===== config.mk =====
export PLATFORM = sky130hd
export DESIGN_NAME = bsst_ctrl
export DESIGN_NICKNAME = d
export VERILOG_FILES = /design/src/bsst_pkg.sv /design/src/bsst_ctrl.sv
export SDC_FILE = /design/constraint.sdc
export NUM_CORES = 1
export LEC_CHECK = 0
export ABC_AREA = 1
export BUFFER_PORTS_ARGS = -buffer_cell sky130_fd_sc_hd__buf_2
export CORE_AREA = 2 2 39 41
export CTS_CLUSTER_DIAMETER = 80
export CTS_CLUSTER_SIZE = 24
export DETAILED_ROUTE_END_ITERATION = 8
export DIE_AREA = 0 0 41 43
export GPL_TIMING_DRIVEN = 0
export SLEW_MARGIN = 20
export SYNTH_ARGS = -nofsm -noshare
export SYNTH_HDL_FRONTEND = slang
export SYNTH_SLANG_ARGS = --single-unit
export TNS_END_PERCENT = 100

===== constraint.sdc =====
create_clock -name i_clk -period 1.2 [get_ports i_clk]
set_clock_uncertainty 0.05 [all_clocks]
set_input_delay 0.24 -clock i_clk [delete_from_list [all_inputs] [get_ports i_clk]]
set_output_delay 0.24 -clock i_clk [all_outputs]
set_load 0.05 [all_outputs]

===== src/bsst_pkg.sv =====
// shared types and constants of the bounded set span tracker
package bsst_pkg;

    localparam int COUNT_W = 11;
    localparam int VALUE_W = 32;
    localparam int SPAN_W  = 32;

    // capacity after reset
    localparam logic [COUNT_W-1:0] CAP_RESET = 11'd1024;

    // result status codes
    localparam logic [1:0] ST_SPANS = 2'd0;
    localparam logic [1:0] ST_FULL  = 2'd1;
    localparam logic [1:0] ST_FEW   = 2'd2;
    localparam logic [1:0] ST_CLEAR = 2'd3;

    // input mode codes
    localparam logic MODE_ADD   = 1'b0;
    localparam logic MODE_CLEAR = 1'b1;

    typedef struct packed {
        logic                      mode;
        logic signed [VALUE_W-1:0] value;
    } t_in_item;

    typedef struct packed {
        logic [1:0]        status;
        logic [COUNT_W-1:0] count;
        logic [SPAN_W-1:0]  shortest_span;
        logic [SPAN_W-1:0]  longest_span;
    } t_out_item;

    // what the finishing step does to the set
    typedef enum logic [1:0] {
        K_ADD,
        K_FULL,
        K_CLR
    } t_kind;

    // controller to datapath
    typedef struct packed {
        logic  take;
        logic  rd;
        logic  fin;
        t_kind kind;
    } t_cmd;

    // datapath to controller
    typedef struct packed {
        logic mode_clr;
        logic full;
        logic cnt_zero;
        logic scan_last;
        logic out_free;
    } t_sts;

endpackage


===== src/bsst_ctrl.sv =====
// sequencing state machine of the bounded set span tracker
module bsst_ctrl (
    input  logic          i_clk,
    input  logic          i_rst_n,
    input  logic          i_in_valid,
    output logic          o_in_stall,
    input  bsst_pkg::t_sts i_sts,
    output bsst_pkg::t_cmd o_cmd
);
    import bsst_pkg::*;

    typedef enum logic [2:0] {
        S_IDLE,
        S_DECIDE,
        S_SCAN,
        S_WAIT,
        S_FIN
    } t_state;

    t_state r_state, n_state;
    t_kind  r_kind, n_kind;

    // next state
    always_comb begin
        n_state = r_state;
        n_kind  = r_kind;
        unique case (r_state)
            S_IDLE: begin
                if (i_in_valid) begin
                    n_state = S_DECIDE;
                end
            end
            S_DECIDE: begin
                if (i_sts.mode_clr) begin
                    n_kind  = K_CLR;
                    n_state = S_FIN;
                end else if (i_sts.full) begin
                    n_kind  = K_FULL;
                    n_state = S_FIN;
                end else if (i_sts.cnt_zero) begin
                    n_kind  = K_ADD;
                    n_state = S_FIN;
                end else begin
                    n_kind  = K_ADD;
                    n_state = S_SCAN;
                end
            end
            S_SCAN: begin
                if (i_sts.scan_last) begin
                    n_state = S_WAIT;
                end
            end
            S_WAIT: begin
                n_state = S_FIN;
            end
            S_FIN: begin
                if (i_sts.out_free) begin
                    n_state = S_IDLE;
                end
            end
            default: begin
                n_state = S_IDLE;
            end
        endcase
    end

    // state and kind registers
    always_ff @(posedge i_clk) begin
        if (!i_rst_n) begin
            r_state <= S_IDLE;
            r_kind  <= K_ADD;
        end else begin
            r_state <= n_state;
            r_kind  <= n_kind;
        end
    end

    // commands
    assign o_in_stall = (r_state != S_IDLE);
    assign o_cmd.take = (r_state == S_IDLE) && i_in_valid;
    assign o_cmd.rd   = (r_state == S_SCAN);
    assign o_cmd.fin  = (r_state == S_FIN) && i_sts.out_free;
    assign o_cmd.kind = r_kind;

endmodule


; ---- Yosys cells after proc, flatten, opt, wreduce, memory -nomap -nowiden
; Index checks and enable logic that the tools add are counted.
[word_totals]
ff_bits = 5
latch_bits = 0
ramBits = 0
rom_bits = 0
inputBits = 8
out_inout_bits = 6
wordCells = 23
memories = 0
[classes]
addsub = 0
mul = 0
div = 0
magnitude_cmp = 0
eq_ne = 7
shifts = 0
mux = 9
bitwise_logic = 0
reduce_logical = 5
[op_table]
columns = cell, n
row1 = $mux 3, 6
row2 = $pmux 3 s5, 1
row3 = $eq 3x2->1 const B, 2
row4 = $ne 2x2->1 const B, 3
row5 = $eq 3x1->1 const B, 1
row6 = $eq 3x3->1 const B, 1
row7 = $logic_not 3->1, 1
row8 = $reduce_and 3->1, 1
row9 = $reduce_bool 3->1, 1
row10 = $logic_and 1x1->1, 2
row11 = $mux 2, 1
row12 = $mux 1, 1

; ---- Depth between registers and ports, before layout
; Gate-level depths: netlist of the first run.
[logic_depth]
ltp_word = 4
ltp_mapped = 6
depth_no_buf = 6

; ---- Least setup slack after synthesis of the first run
; OpenSTA, ideal clock, no wires.
[synth_path]
path_kind = register -> output
from = register r_state[2]
to = output port o_cmd[4] (netlist name)
arrival_ns = 1.637
required_ns = 0.910
setup_slack_ns = -0.727
path_stages_with_launch = 4
n_path_buf = 0
cell_sequence = dfxtp_1 > nor2_1 > nand2_1 > nor2_1
[synth_lines]
columns = element, line
row1 = "start, declared", bsst_ctrl.sv:20  ; t_state r_state, n_state;
row2 = "start signal, assigned", bsst_ctrl.sv:73  ; r_state <= n_state;
row3 = "end, declared", bsst_ctrl.sv:8  ; output bsst_pkg::t_cmd o_cmd

==> results of run 1 <==
==> flip-flops by register name (all words and copies together) (netlist names) <==
register	flops
r_state	3
r_kind	2
==> cells by family (layout without fill, tap and decap cells) <==
family,Yosys count,count (layout)
AO/OA/AOI/OAI,4,4
buffers and inverters,7,33
flip-flops,5,5
AND/OR/NAND/NOR,23,23
==> worst max-delay path, delay by kind of cell (launching register included) <==
kind / cells / cell delay (ns)
DFF: 1 / 0.35
buffers and inverters: 1 / 0.15
and+or+nand+nor: 3 / 0.32
==> synthesized netlist by cell type <==
cell type / count
a21oi_1: 3
dfxtp_1: 5
inv_1: 5
inv_2: 2
nand2_1: 5
nand3_1: 5
nand4_1: 2
nor2_1: 9
nor2_4: 1
nor3_1: 1
o21ai_0: 1
==> repair_timing <==
item	CTS	global route
setup buffers	6	3
cloned	0	0
resized for setup	13	5
endpoints found under the setup margin	4	7
pin swaps	3	2
==> power groups by stage <==
| stage | combinational (uW) | clock, uW | sequential (uW) |
|---|---|---|---|
| floorplan | 147 | 0 | 220 |
| global placement | 204 | 0 | 204 |
| detailed placement | 206 | 0 | 205 |
| CTS | 257 | 198 | 206 |
| global route | 320 | 207 | 210 |
| finish | 298 | 188 | 208 |
==> layout make-up <==
class,instances,area (um^2)
Clock buffer,4,26.3
Sequential cell,5,106
Multi-Input combinational cell,27,183
Inverter,7,31.3
Fill cell,151,858
Timing Repair Buffer,22,159
Tap cell,16,20.0
==> how the worst max path moves through the flow <==
| stage | start | endpoint | slack (ns) | depth (start not counted) |
|---|---|---|---|---|
| after floorplan | r_state[2]$_SDFFE_PN0P_ | o_cmd[4] | -0.14 | 3 |
| after global placement | r_state[2]$_SDFFE_PN0P_ | o_cmd[4] | -0.09 | 4 |
| final | r_state[0]$_SDFFE_PN0P_ | o_cmd[4] | -0.15 | 4 |
| after global routing | r_state[0]$_SDFFE_PN0P_ | o_cmd[4] | -0.20 | 4 |
| after CTS | r_state[2]$_SDFFE_PN0P_ | o_cmd[4] | -0.15 | 4 |
| after detailed placement | r_state[2]$_SDFFE_PN0P_ | o_cmd[4] | -0.1 | 4 |
==> layer usage <==
layer | global-route usage | routed length (um)
met1 | 0.0945 | 271
met2 | 0.172 | 408
met3 | 0.0314 | 30
met4 | 0.0800 | 0
met5 | 0 | 0
==> layout by cell type, fill, tap and decap left out <==
master    count
buf_2        10
buf_4         8
nor2_1        6
inv_1         5
nor2_4        4
nand3_1       4
nand2_1       3
a21oi_1       3
clkbuf_4      3
buf_6         3
nand4_1       2
dfxtp_1       2
dfxtp_2       2
clkinv_4      1
nand2_4       1
nor3_4        1
inv_2         1
nand3_4       1
nand2_2       1
o21ai_0       1
clkbuf_1      1
buf_8         1
dfxtp_4       1
==> metrics by stage <==
step           setup TNS (ns)  power (uW)  setup slack (ns)  instance area (um^2)
6_report               -0.458         694            -0.148                   526
2_1_floorplan          -0.135         367            -0.135                   289
5_1_grt                -0.659         737            -0.200                   526
4_1_cts                -0.489         660            -0.155                   483
3_3_place_gp           -0.161         408           -0.0873                   374
3_5_place_dp           -0.206         411           -0.0996                   374
==> metrics.cfg, run 1 <==
[outcome]
run_status=finished with violations
violations=setup timing

[sta]
post-route-period-util=1.12
fin_crit_ns=1.35
setup_ws_ns=-0.148
drv_slew=0
holdWs_ns=0.231
tightest_slew_ns=0.250
hold_violations=0
rsz0062_at_grt=yes
maxSlewHeadroom=0.834
finalSetupViolations=4
timing.fmax_ghz=0.742

[power]
power_frac_clock=0.271
p_sw_frac=0.370
leakagePower_uw=0.000242
vdd_ir_drop_max_uv=503
powerDensity_nw_per_um2=1320
power_switching_uw=257
p_comb_frac=0.430
pwr-share-seq=0.299
intPower_uw=437

[worst_setup_path]
slowest_delay_ns=0.35
crit_type=reg2out
path_cells=nor2_4 > nand2_4 > nor2_4 > buf_8
cp.required_ns=0.91
critPathSlowestCell=dfxtp_2
reg2reg_depth=7
reg2reg_to=r_state[1]$_SDFFE_PN0P_
cp.arrival_ns=1.06
r2r_setup_slack_ns=0.07
critPathCaptureType=output port
critPathMaxFanout=4
start_kind=flop
path_common_cell=nor2_4
r2r_start=r_state[0]$_SDFFE_PN0P_

[final_layout]
area_growth_pct=108
num_antenna_cells=0
drive_above_1_share=0.585
final_core_util=0.380
nets=74
layoutNonFillerInstCount=81

[floorplan]
die_h_um=43
fp-row-count=14
start_util=0.183
dieArea_um2=1760
io_pins=14
fp.coreArea_um2=1380
dieWidth_um=41

[synth]
yosys_register_bits=5
yosysUniqueCellTypes=11
synth.largest_area_cell=dfxtp_1
muxShareOfSynthArea=0
synthAdderAreaFrac=0
synth_compound_area_frac=0.0792
synth.avg_cell_area_um2=6.48
synthCells=39
synth_top_area_share=0.396
synth_xor_area_frac=0
syn-cell-area_um2=253
synth_top_family_by_area=simple AND/OR/NAND/NOR gates
synth_area_leaders=dfxtp_1 (40%), nor2_1 (13%), nand3_1 (9.9%), inv_1 (7.4%), nand2_1 (7.4%)
seq_area_frac_synth=0.396
synth_nets=47
ys_warn_count=0
yosys.area_share.simple=0.421

[clocking]
cts_root_buf=clkbuf_4
clock_latency_ns=0.24
cts.clk_slew.worst_paths_ns=0.04
h-tree-depth=1
hold_buffers=0
clockBufferDepth=2
cts_tree=built
cts_buffers=3
clock-sinks=5

[route]
first_iter_violations=5
routed_wl_um=711
detail_route.wl_per_cell_um=8.78
post_drt_via_cell_ratio=4.10
drcViolationCount=0
drtAntennaViolNets=0
vias=332
drtPass1Iterations=2

[place]
hpwl_um=481
gp_congestion=0.680
dpl.cell_count=68
portBuffers=13

[hold_path]
whs_path_depth=3
min_from=i_rst_n
hold_path_class=in2reg
min_to=r_state[1]$_SDFFE_PN0P_

[grt]
overflow=0
grt_max_degree=7
gr-usage-all-layers=0.103
grt_pass1_vias=314
grt_pass1_wl_mm=1.18
antenna_found_initial=0

[job]
maxCapViolations=0

Note: power is estimated with default switching activity, not from simulation.
==> run 2, diff against run 1 <==
--- a/config.mk
+++ b/config.mk
@@ -13,6 +13,7 @@
 export DETAILED_ROUTE_END_ITERATION = 8
 export DIE_AREA = 0 0 41 43
 export GPL_TIMING_DRIVEN = 0
+export PLACE_DENSITY = 0.47
 export SLEW_MARGIN = 20
 export SYNTH_ARGS = -nofsm -noshare
 export SYNTH_HDL_FRONTEND = slang
==> metrics.cfg, run 2 (synthesis results as in run 1) <==
[clocking]
clock_latency_ns=0.24
clock-sinks=5
hold_buffers=0
cts_buffers=3
h-tree-depth=1
cts.clk_slew.worst_paths_ns=0.04
cts_root_buf=clkbuf_4
cts_tree=built
clockBufferDepth=2

[outcome]
run_status=finished with violations
violations=setup timing

[grt]
gr-usage-all-layers=0.0925
grt_max_degree=6
grt_pass1_vias=279
overflow=0
grt_pass1_wl_mm=1.04
antenna_found_initial=0

[power]
leakagePower_uw=0.000228
fin_total_pwr_uw=671
vdd_ir_drop_max_uv=543
pwr-share-seq=0.308
intPower_uw=419
p_sw_frac=0.376
powerDensity_nw_per_um2=1370
p_comb_frac=0.405
power_switching_uw=252
power_frac_clock=0.287

[final_layout]
final_cell_mix=buf_2 (10), nor2_1 (6), buf_4 (6), inv_1 (5)
biggestRegsByFlops=r_state x3, r_kind x2
final_cell_area_um2=490
largest_register_ff_count=3
nets=71
drive_above_1_share=0.548
multi_input_area_um2=173
fill_cells=161
final_common_cell=buf_2
ff_latch_area_um2=106
max_flop_register=r_state
area_growth_pct=94.1
num_antenna_cells=0

[floorplan]
io_pins=14
dieWidth_um=41
dieArea_um2=1760
fp.coreArea_um2=1380
die_h_um=43
fp-row-count=14
start_util=0.183

[sta]
post-route-period-util=1.10
timing.fmax_ghz=0.756
fin_tns_setup_ns=-0.396
tightest_slew_ns=0.248
finalSetupViolations=4
maxSlewHeadroom=0.836
holdWs_ns=0.233
hold_violations=0
rsz0062_at_grt=yes
fin_crit_ns=1.32
setup_ws_ns=-0.122
drv_slew=0

[route]
detail_route.wl_per_cell_um=8.72
first_iter_violations=2
drtAntennaViolNets=0
vias=311
drcViolationCount=0
post_drt_via_cell_ratio=3.99
drtPass1Iterations=2
routed_wl_um=680

[hold_path]
hold_path_class=in2reg

[place]
placed_cell_area_um2=374
hpwl_um=479
gp_congestion=0.709
portBuffers=13

[job]
maxCapViolations=0

[worst_setup_path]
crit_type=reg2out
critPathCaptureType=output port
cpLargestDelayFamily=flip-flops
slowest_delay_ns=0.35
critPathMaxFanout=3
critPathBufInv=1
critPathSlowestCell=dfxtp_2
path_cells=nor2_4 > nand2_4 > nor2_4 > buf_8
cp.arrival_ns=1.03
start_kind=flop
path_common_cell=nor2_4
cp.required_ns=0.91

==> run 2: cell count changes in the layout (fill, tap and decap cells not counted), sizes merged <==
cell    delta
inv        +1
clkinv     -1
buf        -3
==> run 2: path summary, 6_finish.rpt <==
kind                                         startpoint                       to  slack (ns)  depth (start not counted)
worst max-delay path            r_state[0]$_SDFFE_PN0P_                 o_cmd[4]       -0.12                          4
worst max register to register  r_state[0]$_SDFFE_PN0P_  r_state[1]$_SDFFE_PN0P_        0.09                          7
worst min-delay path                            i_rst_n  r_state[0]$_SDFFE_PN0P_        0.23                          3
worst min register to register   r_kind[0]$_SDFFE_PN0P_   r_kind[0]$_SDFFE_PN0P_        0.41                          2
==> run 2: layout make-up <==
cell class | count | share of cell area
Multi-Input combinational cell | 27 | 0.352
Timing Repair Buffer | 19 | 0.278
Sequential cell | 5 | 0.217
Inverter | 7 | 0.0587
Clock buffer | 4 | 0.0536
Tap cell | 16 | 0.0408
==> run 2: per-stage QoR <==
stage,setup slack [ns],utilization,instances
after CTS,-0.141,0.344,77
after detailed placement,-0.106,0.270,68
after global routing,-0.167,0.354,78
after global placement,-0.104,0.270,68
after floorplan,-0.135,-,39
final,-0.122,0.354,78
==> run 2: repair_timing <==
action                                  CTS  global route
buffers inserted                          5             1
gates cloned                              0             0
pin swaps                                 3             1
endpoints found under the setup margin    4             5
gates resized for setup                  13             2
==> run 2: routing by layer <==
layer	GRT usage	wire length, um	up-vias
met5	0	0	-
met4	0.120	0	0
met3	0	30	0
met2	0.122	356	7
met1	0.113	293	130
li1	-	-	174
==> run 2: worst reg2reg max path, cell delays in order, from the launching register on <==
cell,delay [ns]
dfxtp_2,0.38
inv_2,0.05
buf_4,0.14
nor2_4,0.10
nand2_1,0.10
nor2_1,0.09
nor2_1,0.04
nor2_1,0.08
==> run 2: power by group through the flow <==
stage / clock network [uW] / registers, uW / logic [uW]
after floorplan: 0 / 220 / 147
after global placement: 0 / 204 / 207
after CTS: 205 / 206 / 252
final: 193 / 206 / 272
after detailed placement: 0 / 205 / 207
after global routing: 211 / 209 / 293
